File: src/sv/acatf_pkg.sv
package acatf_pkg;

   localparam int NUM_CHANNELS  = 9;
   localparam int AVERAGE_COUNT = 4;

   localparam int CHANNEL_W = 4;
   localparam int SAMPLE_W  = 12;
   localparam int MASK_W    = 9;
   localparam int TEMP_W    = 11;
   localparam int AVG_W     = 13;
   localparam int VALUE_W   = SAMPLE_W + 1;
   localparam int SUM_W     = VALUE_W + $clog2(AVERAGE_COUNT);
   localparam int CNT_W     = (AVERAGE_COUNT > 1) ? $clog2(AVERAGE_COUNT) : 1;
   localparam int CH_IDX_W  = (NUM_CHANNELS > 1) ? $clog2(NUM_CHANNELS) : 1;

   localparam int TEMP_CHANNEL = NUM_CHANNELS;

   localparam int FULL_SCALE  = 4096;
   localparam int TEMP_OFFSET = 838;
   localparam int TEMP_GAIN   = 621;
   localparam int TEMP_SHIFT  = 11;
   localparam int IIR_SHIFT   = 3;
   localparam int PROD_W      = 24;

   localparam logic [MASK_W-1:0] MASK_RESET = 9'd43;

   localparam int REQ_TDATA_W = 16;
   localparam int RSP_TDATA_W = 40;
   localparam int CSR_ADDR_W  = 3;
   localparam int CSR_DATA_W  = 32;

   // register index, taken from paddr[2]
   localparam logic [0:0] CSR_INVERT_MASK = 1'b0;

   typedef struct packed {
      logic signed [TEMP_W-1:0] temp;
      logic signed [TEMP_W-1:0] peak;
   } temp_result_type;

endpackage

File: src/sv/adc_channel_averager_temp_filter.sv
// an accepted req transaction passes the input register and then the result register before rsp_tvalid
// throughput: one transaction per cycle while rsp is not stalled; the per-channel accumulator
// and the temperature filter are read, updated and written back in the same cycle
// analog samples emit a result on every fourth sample of a channel, temperature on every one
// reset (synchronous, active high) clears accumulators, counts, filter, maximum and valids,
// and sets invert_mask to 43
module adc_channel_averager_temp_filter (
   input  logic                                  clock,
   input  logic                                  reset,
   input  logic                                  req_tvalid,
   output logic                                  req_tready,
   // [11:0] sample, [12] startup_done, [15:13] zero
   input  logic [acatf_pkg::REQ_TDATA_W-1:0]     req_tdata,
   // [3:0] channel
   input  logic [acatf_pkg::CHANNEL_W-1:0]       req_tuser,
   output logic                                  rsp_tvalid,
   input  logic                                  rsp_tready,
   // [12:0] average, [23:13] filtered_temp, [34:24] peak_temp, [39:35] zero
   output logic [acatf_pkg::RSP_TDATA_W-1:0]     rsp_tdata,
   // [3:0] out_channel
   output logic [acatf_pkg::CHANNEL_W-1:0]       rsp_tuser,
   input  logic                                  csr_psel,
   input  logic                                  csr_penable,
   input  logic                                  csr_pwrite,
   input  logic [acatf_pkg::CSR_ADDR_W-1:0]      csr_paddr,
   input  logic [acatf_pkg::CSR_DATA_W-1:0]      csr_pwdata,
   output logic [acatf_pkg::CSR_DATA_W-1:0]      csr_prdata,
   output logic                                  csr_pready
);
   import acatf_pkg::*;

   logic [MASK_W-1:0]         mask_ff;

   logic                      in_valid_ff;
   logic [CHANNEL_W-1:0]      in_channel_ff;
   logic [SAMPLE_W-1:0]       in_sample_ff;
   logic                      in_started_ff;

   logic [SUM_W-1:0]          sum_ff   [NUM_CHANNELS];
   logic [CNT_W-1:0]          count_ff [NUM_CHANNELS];
   logic signed [TEMP_W-1:0]  temp_state_ff;
   logic signed [TEMP_W-1:0]  temp_max_ff;

   logic                      rsp_valid_ff;
   logic [CHANNEL_W-1:0]      rsp_channel_ff;
   logic [AVG_W-1:0]          rsp_average_ff;
   logic signed [TEMP_W-1:0]  rsp_filtered_ff;
   logic signed [TEMP_W-1:0]  rsp_peak_ff;

   logic                      is_analog;
   logic                      is_temp;
   logic [CH_IDX_W-1:0]       ch_idx;
   logic                      invert;
   logic [VALUE_W-1:0]        value;
   logic [SUM_W-1:0]          sum_in;
   logic [CNT_W:0]            cnt_next;
   logic [CNT_W-1:0]          count_in;
   logic                      group_done;
   logic [AVG_W-1:0]          average;
   logic                      produces;
   logic                      out_free;
   logic                      step_go;
   logic                      csr_write;
   temp_result_type           tres;

   acatf_temp_filter u_temp_filter (
      .sample     (in_sample_ff),
      .temp_state (temp_state_ff),
      .temp_max   (temp_max_ff),
      .started    (in_started_ff),
      .result     (tres)
   );

   always_comb begin
      is_analog = in_channel_ff < CHANNEL_W'(NUM_CHANNELS);
      is_temp   = in_channel_ff == CHANNEL_W'(TEMP_CHANNEL);
      ch_idx    = CH_IDX_W'(in_channel_ff);
      // channels without a mask bit are never inverted
      invert    = 1'b0;
      if (is_analog && (in_channel_ff < CHANNEL_W'(MASK_W))) begin
         invert = mask_ff[in_channel_ff];
      end
      value      = invert ? (VALUE_W'(FULL_SCALE) - {1'b0, in_sample_ff})
                          : {1'b0, in_sample_ff};
      sum_in     = sum_ff[ch_idx] + SUM_W'(value);
      cnt_next   = {1'b0, count_ff[ch_idx]} + (CNT_W+1)'(1);
      group_done = cnt_next == (CNT_W+1)'(AVERAGE_COUNT);
      count_in   = group_done ? '0 : cnt_next[CNT_W-1:0];
      average    = AVG_W'(sum_in / AVERAGE_COUNT);
      produces   = is_temp || (is_analog && group_done);
      out_free   = !rsp_valid_ff || rsp_tready;
      step_go    = in_valid_ff && (!produces || out_free);
      req_tready = !in_valid_ff || !produces || out_free;
      csr_write  = csr_psel && csr_penable && csr_pwrite && csr_pready;
   end

   always_ff @(posedge clock) begin
      if (reset) begin
         mask_ff <= MASK_RESET;
      end else if (csr_write && (csr_paddr[2] == CSR_INVERT_MASK)) begin
         mask_ff <= csr_pwdata[MASK_W-1:0];
      end
   end

   assign csr_pready = 1'b1;
   assign csr_prdata = (csr_paddr[2] == CSR_INVERT_MASK) ? CSR_DATA_W'(mask_ff) : '0;

   always_ff @(posedge clock) begin
      if (reset) begin
         in_valid_ff <= 1'b0;
      end else if (req_tready) begin
         in_valid_ff <= req_tvalid;
      end
      if (req_tvalid && req_tready) begin
         in_channel_ff <= req_tuser;
         in_sample_ff  <= req_tdata[SAMPLE_W-1:0];
         in_started_ff <= req_tdata[SAMPLE_W];
      end
   end

   always_ff @(posedge clock) begin
      if (reset) begin
         for (int i = 0; i < NUM_CHANNELS; i++) begin
            sum_ff[i]   <= '0;
            count_ff[i] <= '0;
         end
         temp_state_ff <= '0;
         temp_max_ff   <= '0;
      end else if (step_go) begin
         if (is_analog) begin
            sum_ff[ch_idx]   <= group_done ? '0 : sum_in;
            count_ff[ch_idx] <= count_in;
         end
         if (is_temp) begin
            temp_state_ff <= tres.temp;
            temp_max_ff   <= tres.peak;
         end
      end
   end

   always_ff @(posedge clock) begin
      if (reset) begin
         rsp_valid_ff <= 1'b0;
      end else if (out_free) begin
         rsp_valid_ff <= step_go && produces;
      end
      if (step_go && produces) begin
         rsp_channel_ff <= in_channel_ff;
         if (is_temp) begin
            rsp_average_ff  <= '0;
            rsp_filtered_ff <= tres.temp;
            rsp_peak_ff     <= tres.peak;
         end else begin
            rsp_average_ff  <= average;
            rsp_filtered_ff <= temp_state_ff;
            rsp_peak_ff     <= temp_max_ff;
         end
      end
   end

   assign rsp_tvalid = rsp_valid_ff;
   assign rsp_tuser  = rsp_channel_ff;
   assign rsp_tdata  = {5'b0, rsp_peak_ff, rsp_filtered_ff, rsp_average_ff};

endmodule

File: src/sv/acatf_temp_filter.sv
module acatf_temp_filter (
   input  logic [acatf_pkg::SAMPLE_W-1:0]       sample,
   input  logic signed [acatf_pkg::TEMP_W-1:0]  temp_state,
   input  logic signed [acatf_pkg::TEMP_W-1:0]  temp_max,
   input  logic                                 started,
   output acatf_pkg::temp_result_type           result
);
   import acatf_pkg::*;

   logic signed [VALUE_W-1:0]  offset_s;
   logic signed [PROD_W-1:0]   product;
   logic signed [TEMP_W-1:0]   scaled;
   logic signed [TEMP_W+3:0]   acc;
   logic signed [TEMP_W-1:0]   temp_next;

   always_comb begin
      offset_s  = $signed({1'b0, sample}) - $signed(VALUE_W'(TEMP_OFFSET));
      product   = PROD_W'(offset_s) * $signed(PROD_W'(TEMP_GAIN));
      // arithmetic shifts give floor division for negative values
      scaled    = TEMP_W'(product >>> TEMP_SHIFT);
      // 7 * t as 8 * t - t
      acc       = ((TEMP_W+4)'(temp_state) <<< 3) - (TEMP_W+4)'(temp_state)
                  + (TEMP_W+4)'(scaled);
      temp_next = TEMP_W'(acc >>> IIR_SHIFT);
      result.temp = temp_next;
      result.peak = (started && (temp_next > temp_max)) ? temp_next : temp_max;
   end

endmodule

File: config.mk
export PLATFORM = sky130hd
export DESIGN_NAME = adc_channel_averager_temp_filter
export DESIGN_NICKNAME = d
export VERILOG_FILES = /design/src/sv/acatf_pkg.sv /design/src/sv/adc_channel_averager_temp_filter.sv /design/src/sv/acatf_temp_filter.sv
export SDC_FILE = /design/constraint.sdc
export NUM_CORES = 1
export LEC_CHECK = 0
export BUFFER_PORTS_ARGS = -buffer_cell sky130_fd_sc_hd__buf_4
export CORE_MARGIN = 4
export CORE_UTILIZATION = 56
export CTS_BUF_LIST = sky130_fd_sc_hd__clkbuf_4 sky130_fd_sc_hd__clkbuf_8
export CTS_CLUSTER_DIAMETER = 40
export DETAILED_ROUTE_END_ITERATION = 8
export GPL_ROUTABILITY_DRIVEN = 0
export GPL_TIMING_DRIVEN = 0
export HOLD_SLACK_MARGIN = 0.08
export PLACE_DENSITY = 0.75
export SYNTH_ARGS = -nofsm -noshare
export SYNTH_HDL_FRONTEND = slang
export SYNTH_HIERARCHICAL = 1
export SYNTH_SLANG_ARGS = --single-unit
File: constraint.sdc
create_clock -name clock -period 13.2 [get_ports clock]
set_input_delay 1.32 -clock clock [delete_from_list [all_inputs] [get_ports clock]]
set_output_delay 1.32 -clock clock [all_outputs]
set_load 0.05 [all_outputs]
# Word-level counts from Yosys, hierarchy flattened
# Memory sizes are Yosys's and may differ from the RTL's. A register that Yosys moved wholly into a read port is not among the register bits.
# Cells that the tools add are included.
dict set report word_totals {
  ff_bits 89
  ram_bits 153
  output_inout_bits 79
  memories 2
}
dict set report classes {
  n_addsub 6
  multipliers 1
  magnitude_cmp 3
  eq_ne 2
  muxes 24
  bitwise 1
  reduce_logical 18
}
# name words word_bits read_ports rd_ports_with_merged_regs wr line_no
set memory_table {}
lappend memory_table {sum_ff 9 15 1 1 9 adc_channel_averager_temp_filter.sv:39} ;# logic [SUM_W-1:0] sum_ff [NUM_CHANNELS];
lappend memory_table {count_ff 9 2 1 1 9 adc_channel_averager_temp_filter.sv:40} ;# logic [CNT_W-1:0] count_ff [NUM_CHANNELS];
# operator count
set ops {}
lappend ops {{$mux 11} 3}
lappend ops {{$mux 15} 2}
lappend ops {{$mul 13x11->22 const B} 1}
lappend ops {{$mux 4} 4}
lappend ops {{$add 15x13->15} 1}
lappend ops {{$reduce_or 15->1} 1}
lappend ops {{$add 14x11->14} 1}
lappend ops {{$sub 14x11->14} 1}
lappend ops {{$mux 13} 1}
lappend ops {{$sub 12x10->13 const B} 1}
lappend ops {{$sub 13x12->13 const A} 1}
lappend ops {{$gt 11x11->1} 1}
lappend ops {{$mux 1} 10}
lappend ops {{$mux 9} 1}
lappend ops {{$logic_and 1x1->1} 8}
lappend ops {{$logic_or 1x1->1} 5}
lappend ops {{$lt 4x5->1 const B} 1}
lappend ops {{$bmux 1 s4} 1}
lappend ops {{$eq 4x4->1 const B} 1}
lappend ops {{$lt 4x4->1 const B} 1}
lappend ops {{$mux 2} 2}
lappend ops {{$add 2x1->3 const B} 1}
lappend ops {{$eq 3x3->1 const B} 1}
lappend ops {{$logic_not 1->1} 3}
lappend ops {{2 further kinds} 2}

# Logic depth before layout (Yosys ltp)
# Gate-level depths: netlist of run 1.
dict set report logic_depth {
  ltp_word 12
  ltp_mapped 41
}

# Modules after synthesis
# Netlist of run 1, hierarchy kept.
# module instances cells_per_inst area_each_um2
set modules_own_cells {}
lappend modules_own_cells {adc_channel_averager_temp_filter 1 1030 15823.9}
lappend modules_own_cells {acatf_temp_filter 1 429 3885.0}

# Least setup slack after synthesis of run 1
# OpenSTA, ideal clock, no wires.
dict set report synth_path {
  path_type {flip-flop to flip-flop}
  from {register in_sample_ff[1]}
  to {register temp_max_ff[2]}
  setup_time_ns 0.128
  t_arrival_ns 9.192
  slack_ns 3.880
  stages_incl_launch_ff 39
  path_buffers 1
  period_less_slack_ns 9.320
  cell_sequence {edfxtp_1 -> a21oi_1 -> nand2b_1 -> o21a_1 -> nor2_1 -> nor2_1 -> nor3_1 -> ha_1 -> inv_1 -> fa_1 -> fa_1 -> fa_1 -> inv_1 -> fa_1 -> inv_1 -> ha_1 -> o2111ai_1 -> o31ai_4 -> [... 3 more ...] -> fa_1 -> inv_1 -> ha_1 -> a21o_1 -> a21oi_1 -> nor2b_1 -> nor3_1 -> a21oi_2 -> xnor2_1 -> ha_1 -> nand4_1 -> o311a_1 -> o21ai_0 -> buf_2 -> mux2_2 -> mux2_2 -> mux2i_1 -> nor2_1}
}
# element line_no
set synth_lines {}
lappend synth_lines {{start: declaration} adc_channel_averager_temp_filter.sv:36} ;# logic [SAMPLE_W-1:0] in_sample_ff;
lappend synth_lines {{start signal: assignment} adc_channel_averager_temp_filter.sv:116} ;# in_sample_ff <= req_tdata[SAMPLE_W-1:0];
lappend synth_lines {{end signal: assignment} adc_channel_averager_temp_filter.sv:136} ;# temp_max_ff <= tres.peak;
lappend synth_lines {{end: declaration} adc_channel_averager_temp_filter.sv:42} ;# logic signed [TEMP_W-1:0] temp_max_ff;

==> flow_summary.toml, run 1 <==
[status]
status = "finished clean"

[global_route]
grt_use_total_pct = 24.3
grt_pass1_vias = 12700
grt_max_degree = 30
grt_overflow = 0
grt_antenna_before_repair = 0
grt_first_pass_wirelength_um = 71000

[timing]
tns_ps = 0
slew_viol_final = 0
fmax_ghz = 0.0913
worstMarginPinSlew_ps = 1290
skew_ps = 58.1
hold_slack_ps = 438
setup_ws_ps = 2240
period_share_pct = 83.0
setup_viol = 0
maxSlewHeadroom_pct = 13.9
hold_viol = 0
rsz0062_at_grt = "false"
period_minus_slack_ps = 10960

[critical_path]
path_class = "reg2reg"
worstReg2RegEnd = "temp_max_ff[3]"
crit_buf_inv = 3
rrSetupSlack_ps = 2240
crit_arrival_ps = 11420
critPathLaunchType = "flop"
end_kind = "flop"
crit_slowest_cell = "o41ai_1"
critPathMaxFanout = 10
cp_top_family = "adder cells"
r2r_start = "in_sample_ff[1]"
crit_path_max_incr_delay_ps = 540
cp.required_ps = 13660
reg2reg_depth = 38

[cts]
clock_path_buffers = 3
clk_pin_slew_worst_paths_ps = 60
cts_setup_buffers = 0
cts_tree = "done"
cts_hold_buf = 0
cts_buffers = 66
clk_root_buffer_cell = "clkbuf_8"
cts-htree-levels = 3
cts_resized = 0
cts_sinks = 365
clock_latency_ps = 630

[synthesis]
yosysSeqAreaShare_pct = 53.7
synth.top_cell.area_share_pct = 50.0
synth_edf_count = 328
ys_warn_count = 6
syn_inst = 1459
synth.area.top_cells = "edfxtp_1 (50%), mux4_2 (9.8%), ha_1 (6.8%), fa_1 (5.7%), nor2_1 (4.2%)"
synth_ff_type = "edfxtp_1"
avgSynthCellArea_um2 = 13.5
yosysTopAreaCell = "edfxtp_1"
ys_ff_latch = 365
async_flop_share_pct = 0
mappedNetlistArea_mm2 = 0.0197
ys_types = 73

[floorplanning]
core_mm2 = 0.0346
fp-row-count = 68
dieArea_mm2 = 0.0383
io_pins = 141
die_x_um = 196
start_util_pct = 56.9
die_y_um = 196

[final_layout]
layout_common_cells = "edfxtp_1 (328), nor2_1 (221), conb_1 (148)"
instances_no_fill = 2262
area_growth_pct = 15.5
antenna_cells = 0
drive_gt1_share_pct = 22.0
nets = 1982
layout_commonest_cell = "edfxtp_1"

[routing]
wl_um = 46200
postRouteAntennaNets = 0
drt_pass1_iterations = 5
first_iter_violations = 1044
via_count = 12500
drc = 0
via_per_inst = 5.55
wl_per_cell_um = 20.4

[worst_hold_path]
hold_path.class = "reg2reg"
min_to = "rsp_tuser[1]"
hp-start = "ch_idx[1]"
min_path_cells = 0

[placement]
dp_hpwl_um = 32700
dp_slack_ps = 2350
numPortBuffers = 82
dp_cells = 2144

[run]
cap_viol_max_count = 0
## flip-flops by register name (all words and copies together), names as in the netlist, 9 cells and up, named ones only
signal	count
rsp_filtered_ff	11
temp_max_ff	11
rsp_peak_ff	11
temp_state_ff	11
in_sample_ff	12
count_ff	32
rsp_average_ff	13
mask_ff	9
sum_ff	240
## synth_stat cells, drive strengths merged, types with 2 or more instances
library cell	count
a31oi	4
nor3	12
xor2	30
a21oi	48
o21ai	14
nor3b	4
nor4	3
or2	8
inv	132
o21bai	3
ha	107
dfxtp	37
a21boi	2
nand4b	4
and3	2
o21a	8
or3	4
o22ai	4
a41oi	2
or4	2
a21o	10
nor2	231
mux2	37
buf	57
o211ai	4
fa	56
xnor2	25
mux2i	23
conb	2
a211oi	4
nand3b	4
clkbuf	32
mux4	86
o31ai	3
nand3	14
nand2b	16
edfxtp	328
nand2	57
nor2b	19
nand4	5
## cell families (layout without fill, tap and decap cells)
| kind of cell | after synthesis | count (layout) | share of synthesized area, % |
|---|---|---|---|
| AOI/OAI and AO/OA | 115 | 115 | 3.92 |
| xor gates and xnor gates | 56 | 56 | 2.56 |
| adders and majority gates | 163 | 163 | 12.5 |
| buffers and inverters | 222 | 424 | 5.10 |
| DFF | 365 | 365 | 53.7 |
| muxes | 146 | 146 | 13.1 |
| other | 2 | 148 | 0.0381 |
| and+or+nand+nor | 390 | 390 | 9.05 |
## worst max-delay path by stage
| stage | startpoint | cells past startpoint | to | slack, ps |
|---|---|---|---|---|
| after floorplan | in_sample_ff[1] | 38 | temp_max_ff[2] | 3880 |
| after global placement | in_sample_ff[1] | 38 | temp_max_ff[4] | 2520 |
| after detailed placement | in_sample_ff[1] | 38 | temp_max_ff[9] | 2350 |
| after CTS | in_sample_ff[1] | 38 | temp_max_ff[9] | 2290 |
| after global routing | in_sample_ff[1] | 38 | temp_max_ff[9] | 1720 |
| final | in_sample_ff[1] | 38 | temp_max_ff[3] | 2240 |
## metal layers
| layer | share of wire (%) | global-route usage, % | vias to the layer above |
|---|---|---|---|
| met5 | 0 | 0 | - |
| met4 | 3.2 | 9.13 | 0 |
| met3 | 9.6 | 6.64 | 103 |
| met2 | 50 | 41.1 | 571 |
| met1 | 37 | 30.0 | 6214 |
| li1 | - | - | 5656 |
## cell type report
type | count | area, um^2
fillers | 2592 | 11900
clock buffers | 84 | 1060
flip-flops and latches | 365 | 10600
plain buffers | 89 | 507
inverters | 133 | 499
clock inverters | 34 | 230
well taps | 455 | 569
multi-input cells | 1018 | 8670
repair buffers | 84 | 647
## stage by stage
| step | cell area [um^2] | util (%) |
|---|---|---|
| 5_1_grt | 22800 | 65.8 |
| 6_report | 22800 | 65.8 |
| 2_1_floorplan | 20300 | - |
| 3_5_place_dp | 21500 | 62.0 |
| 3_3_place_gp | 21400 | 61.9 |
| 4_1_cts | 22800 | 65.8 |
Power of run 1 is left out: the tool's default activity adds up to more than one toggle a clock period on the data nets, which glitch-free logic cannot reach.
==> run 2, diff against run 1 <==
==> constraint.sdc (replaced) <==
create_clock -name clock -period 11.3 [get_ports clock]
set_input_delay 1.13 -clock clock [delete_from_list [all_inputs] [get_ports clock]]
set_output_delay 1.13 -clock clock [all_outputs]
set_load 0.05 [all_outputs]
==> run 2 against run 1 <==
Non-clock buffer count is 3 higher. Die area did not move. Sequential cell count unchanged. Critical path depth is 2 higher. Maximum frequency up 2.8%. Routed wire length down 0.18%. Clock skew down 3.5 ps. Final area increased by 0.12%. Core utilization rose by 0.076 points. Sequential share of layout area fell by 0.054 points. Via count fell by 0.37%. Critical endpoint unchanged.
==> flow_summary.toml, run 2 (synthesis gave the netlist of run 1 again) <==
[routing]
postRouteAntennaNets = 0
via_count = 12500
wl_per_cell_um = 20.4
drc = 0
via_per_inst = 5.52
first_iter_violations = 1022
wl_um = 46100
drt_pass1_iterations = 5

[timing]
period_minus_slack_ps = 10650
hold_viol = 0
slew_viol_final = 0
period_share_pct = 94.3
tns_ps = 0
skew_ps = 54.6
rsz0062_at_grt = "false"
fmax_ghz = 0.0939
maxSlewHeadroom_pct = 15.6
worstMarginPinSlew_ps = 1270
setup_viol = 0

[final_layout]
drive_gt1_share_pct = 22.2
largest_reg_flops = 240
reg_top3 = "sum_ff: 240 flops, count_ff: 32 flops, rsp_average_ff: 13 flops"
layout_common_cells = "edfxtp_1 (328), nor2_1 (221), conb_1 (148)"
layout_commonest_cell = "edfxtp_1"
area_growth_pct = 15.7
stdcell_area_mm2 = 0.0228
antenna_cells = 0
top_register = "sum_ff"
nets = 1985
instances_no_fill = 2265

[cts]
cts_buffers = 66
clock_path_buffers = 3
clock_latency_ps = 630
cts_tree = "done"
cts-htree-levels = 3
cts_sinks = 365
clk_root_buffer_cell = "clkbuf_8"
clk_pin_slew_worst_paths_ps = 60
cts_hold_buf = 0

[critical_path]
crit_slowest_cell = "fa_1"
end_kind = "flop"
critPathMaxFanout = 10
path_class = "reg2reg"
crit_path_max_incr_delay_ps = 550
critPathLaunchType = "flop"
cp.required_ps = 11770
crit_arrival_ps = 11120

[floorplanning]
io_pins = 141
dieArea_mm2 = 0.0383
die_x_um = 196
fp-row-count = 68
die_y_um = 196
core_mm2 = 0.0346
start_util_pct = 56.9

[run]
cap_viol_max_count = 0

[placement]
dp_cells = 2144
numPortBuffers = 82
dp_hpwl_um = 32700
dpl-instance-area_mm2 = 0.0215

[global_route]
grt_overflow = 0
grt_max_degree = 30
grt_pass1_vias = 12700
grt_antenna_before_repair = 0
grt_first_pass_wirelength_um = 71000
grt_use_total_pct = 24.3

[status]
status = "finished clean"

[worst_hold_path]
hold_path.class = "reg2reg"
==> run 2: changes by cell type in the layout (fill, tap and decap cells not counted), sizes merged <==
cell | before | now
buf | 141 | 144
==> run 2: path summary, 6_finish.rpt <==
path	cells after the start	slack [ps]	from	endpoint
hold / removal	0	440	ch_idx[1]	rsp_tuser[1]
setup reg to reg	40	650	in_sample_ff[1]	temp_max_ff[3]
setup / recovery	40	650	in_sample_ff[1]	temp_max_ff[3]
hold reg to reg	0	440	ch_idx[1]	rsp_tuser[1]
==> run 2: stage by stage <==
step / hold slack, ps / worst slack, ps / utilization, %
finish: 437 / 647 / 65.8
global route: 462 / 89.6 / 65.8
CTS: 434 / 392 / 65.8
detailed placement: 437 / 455 / 62.0
global placement: 425 / 619 / 61.9
floorplan: 421 / 1980 / -
==> run 2: layout make-up <==
class                      instances  area (um^2)
fill                            2596        11800
inverter                         133          499
buffer                            89          507
sequential                       365        10600
multi-input combinational       1018         8680
clock buffer                      84         1060
timing repair buffer              87          669
tap                              455          569
clock inverter                    34          230
==> run 2: repair_timing <==
action	in CTS	in global routing
gates resized for setup	0	1
setup buffers	0	3
setup endpoints to repair	0	16
==> run 2: critical path: cells and delay by family, from the launching register on <==
kind            cells  cell delay (ps)
compound gates     11             2320
xor+xnor            3              750
fa+ha+maj           9             3850
buf+inv             3              460
flops               1              530
mux                 3              770
simple gates       11             1770
==> run 2: metal layers <==
| metal | GRT usage (%) | share of wire, % | up-vias |
|---|---|---|---|
| met4 | 9.13 | 3.3 | 0 |
| met5 | 0 | 0 | - |
| met3 | 6.64 | 9.2 | 102 |
| li1 | - | - | 5673 |
| met1 | 30.0 | 37 | 6190 |
| met2 | 41.1 | 50 | 533 |
Power of run 2 is left out for the same reason.
==> run 3, diff against run 2 <==
--- a/config.mk
+++ b/config.mk
@@ -15,6 +15,7 @@
 export GPL_TIMING_DRIVEN = 0
 export HOLD_SLACK_MARGIN = 0.08
 export PLACE_DENSITY = 0.75
+export REMOVE_ABC_BUFFERS = 1
 export SYNTH_ARGS = -nofsm -noshare
 export SYNTH_HDL_FRONTEND = slang
 export SYNTH_HIERARCHICAL = 1
==> run 3 against run 2 <==
Via count fell by 3.0%. Maximum frequency fell by 0.27%. Routed wire length fell by 9.1%. Cell count fell by 3.9%. Sequential share of layout area rose by 0.80 points. Non-clock buffer count fell by 85. Sequential cell count did not move. Critical endpoint is now temp_max_ff[9].
==> flow_summary.toml, run 3 (synthesis gave the netlist of run 1 again) <==
[status]
status = "finished clean"

[critical_path]
worstReg2RegEnd = "temp_max_ff[9]"
path_class = "reg2reg"
cp.required_ps = 11810
crit_slowest_cell = "edfxtp_1"
crit_path_max_incr_delay_ps = 540
critPathLaunchType = "flop"
r2r_start = "in_sample_ff[1]"
rrSetupSlack_ps = 620
crit_arrival_ps = 11190
end_kind = "flop"
critPathMaxFanout = 8
reg2reg_depth = 38

[timing]
maxSlewHeadroom_pct = 7.48
slew_viol_final = 0
hold_viol = 0
period_share_pct = 94.5
skew_ps = 18.1
period_minus_slack_ps = 10680
fmax_ghz = 0.0936
tns_ps = 0
worstMarginPinSlew_ps = 1380
rsz0062_at_grt = "false"
setup_viol = 0

[floorplanning]
dieArea_mm2 = 0.0383
die_x_um = 196
start_util_pct = 56.9
io_pins = 141
die_y_um = 196
core_mm2 = 0.0346
fp-row-count = 68

[placement]
dpl-instance-area_mm2 = 0.0211
numPortBuffers = 83
dp_hpwl_um = 28300

[worst_hold_path]
hp-start = "mask_ff[7]"
min_to = "mask_ff[7]"
hold_path.class = "reg2reg"
min_path_cells = 2

[cts]
cts_resized = 0
cts_sinks = 365
clk_pin_slew_worst_paths_ps = 60
clk_root_buffer_cell = "clkbuf_8"
cts-htree-levels = 2
cts_tree = "done"
clock_path_buffers = 3
cts_hold_buf = 0
clock_latency_ps = 660
cts_buffers = 61
cts_setup_buffers = 0

[global_route]
grt_overflow = 0
use_met2_pct = 36.9
grt_antenna_before_repair = 0
grt_first_pass_wirelength_um = 65700
grt_max_degree = 58
met3_usage_pct = 4.16
grt_pass1_vias = 12100
use_met1_pct = 29.7
top_usage_layer = "met2"
grt_use_total_pct = 22.1

[final_layout]
nets = 1895
reg_top3 = "sum_ff: 240 flops, count_ff: 32 flops, rsp_average_ff: 13 flops"
largest_reg_flops = 240
stdcell_area_mm2 = 0.0224
antenna_cells = 0
top_register = "sum_ff"
area_growth_pct = 13.8
layout_common_cells = "edfxtp_1 (328), nor2_1 (220), conb_1 (148)"
layout_commonest_cell = "edfxtp_1"
drive_gt1_share_pct = 20.7
final_util_pct = 64.8

[run]
cap_viol_max_count = 0

[routing]
drt_pass1_iterations = 6
first_iter_violations = 998
via_count = 12100
wl_per_cell_um = 19.3
drc = 0
postRouteAntennaNets = 0
wl_um = 41900
via_per_inst = 5.57
==> run 3: changes by cell type in the layout (fill, tap and decap cells not counted), sizes merged <==
cell,previous run,this run
clkinvlp,3,6
clkinv,28,27
bufinv,2,5
buf,144,91
clkbuf,116,75
==> run 3: layout make-up <==
type	instances	area, um^2
clock buffers	75	963
clock inverters	39	352
fillers	2547	12200
inverters	133	499
multi-input cells	1018	8680
flip-flops and latches	365	10600
well taps	455	569
repair buffers	91	772
==> run 3: stage by stage <==
stage               cells  setup WS [ps]  hold slack [ps]
finish               2176            618              480
global route         2176           5.42              502
CTS                  2176            645              473
detailed placement   2062            710              465
global placement     2054            134              455
floorplan            1516           1660              436
==> run 3: worst max-delay path, delay by kind of cell (launching register included) <==
family	cells	cell delay, ps
AOI/OAI and AO/OA	11	2670
xor gates and xnor gates	3	820
adders and majority gates	10	4110
buffers and inverters	3	380
DFF	1	540
muxes	3	790
and+or+nand+nor	8	1180
==> run 3: how the worst max path moves through the flow <==
stage | from | end | cells after the start
6_report | in_sample_ff[1] | temp_max_ff[9] | 38
5_1_grt | in_sample_ff[1] | temp_max_ff[9] | 38
4_1_cts | in_sample_ff[1] | temp_max_ff[9] | 38
3_5_place_dp | in_sample_ff[1] | temp_max_ff[9] | 38
3_3_place_gp | in_sample_ff[1] | temp_max_ff[3] | 37
2_1_floorplan | in_sample_ff[1] | temp_max_ff[0] | 37
==> run 3: routing by layer <==
| layer | vias up | share of wire [%] |
|---|---|---|
| li1 | 5513 | - |
| met1 | 6040 | 40 |
| met2 | 493 | 50 |
| met3 | 77 | 8.0 |
| met4 | 0 | 2.2 |
| met5 | - | 0 |
Power of run 3 is left out for the same reason.
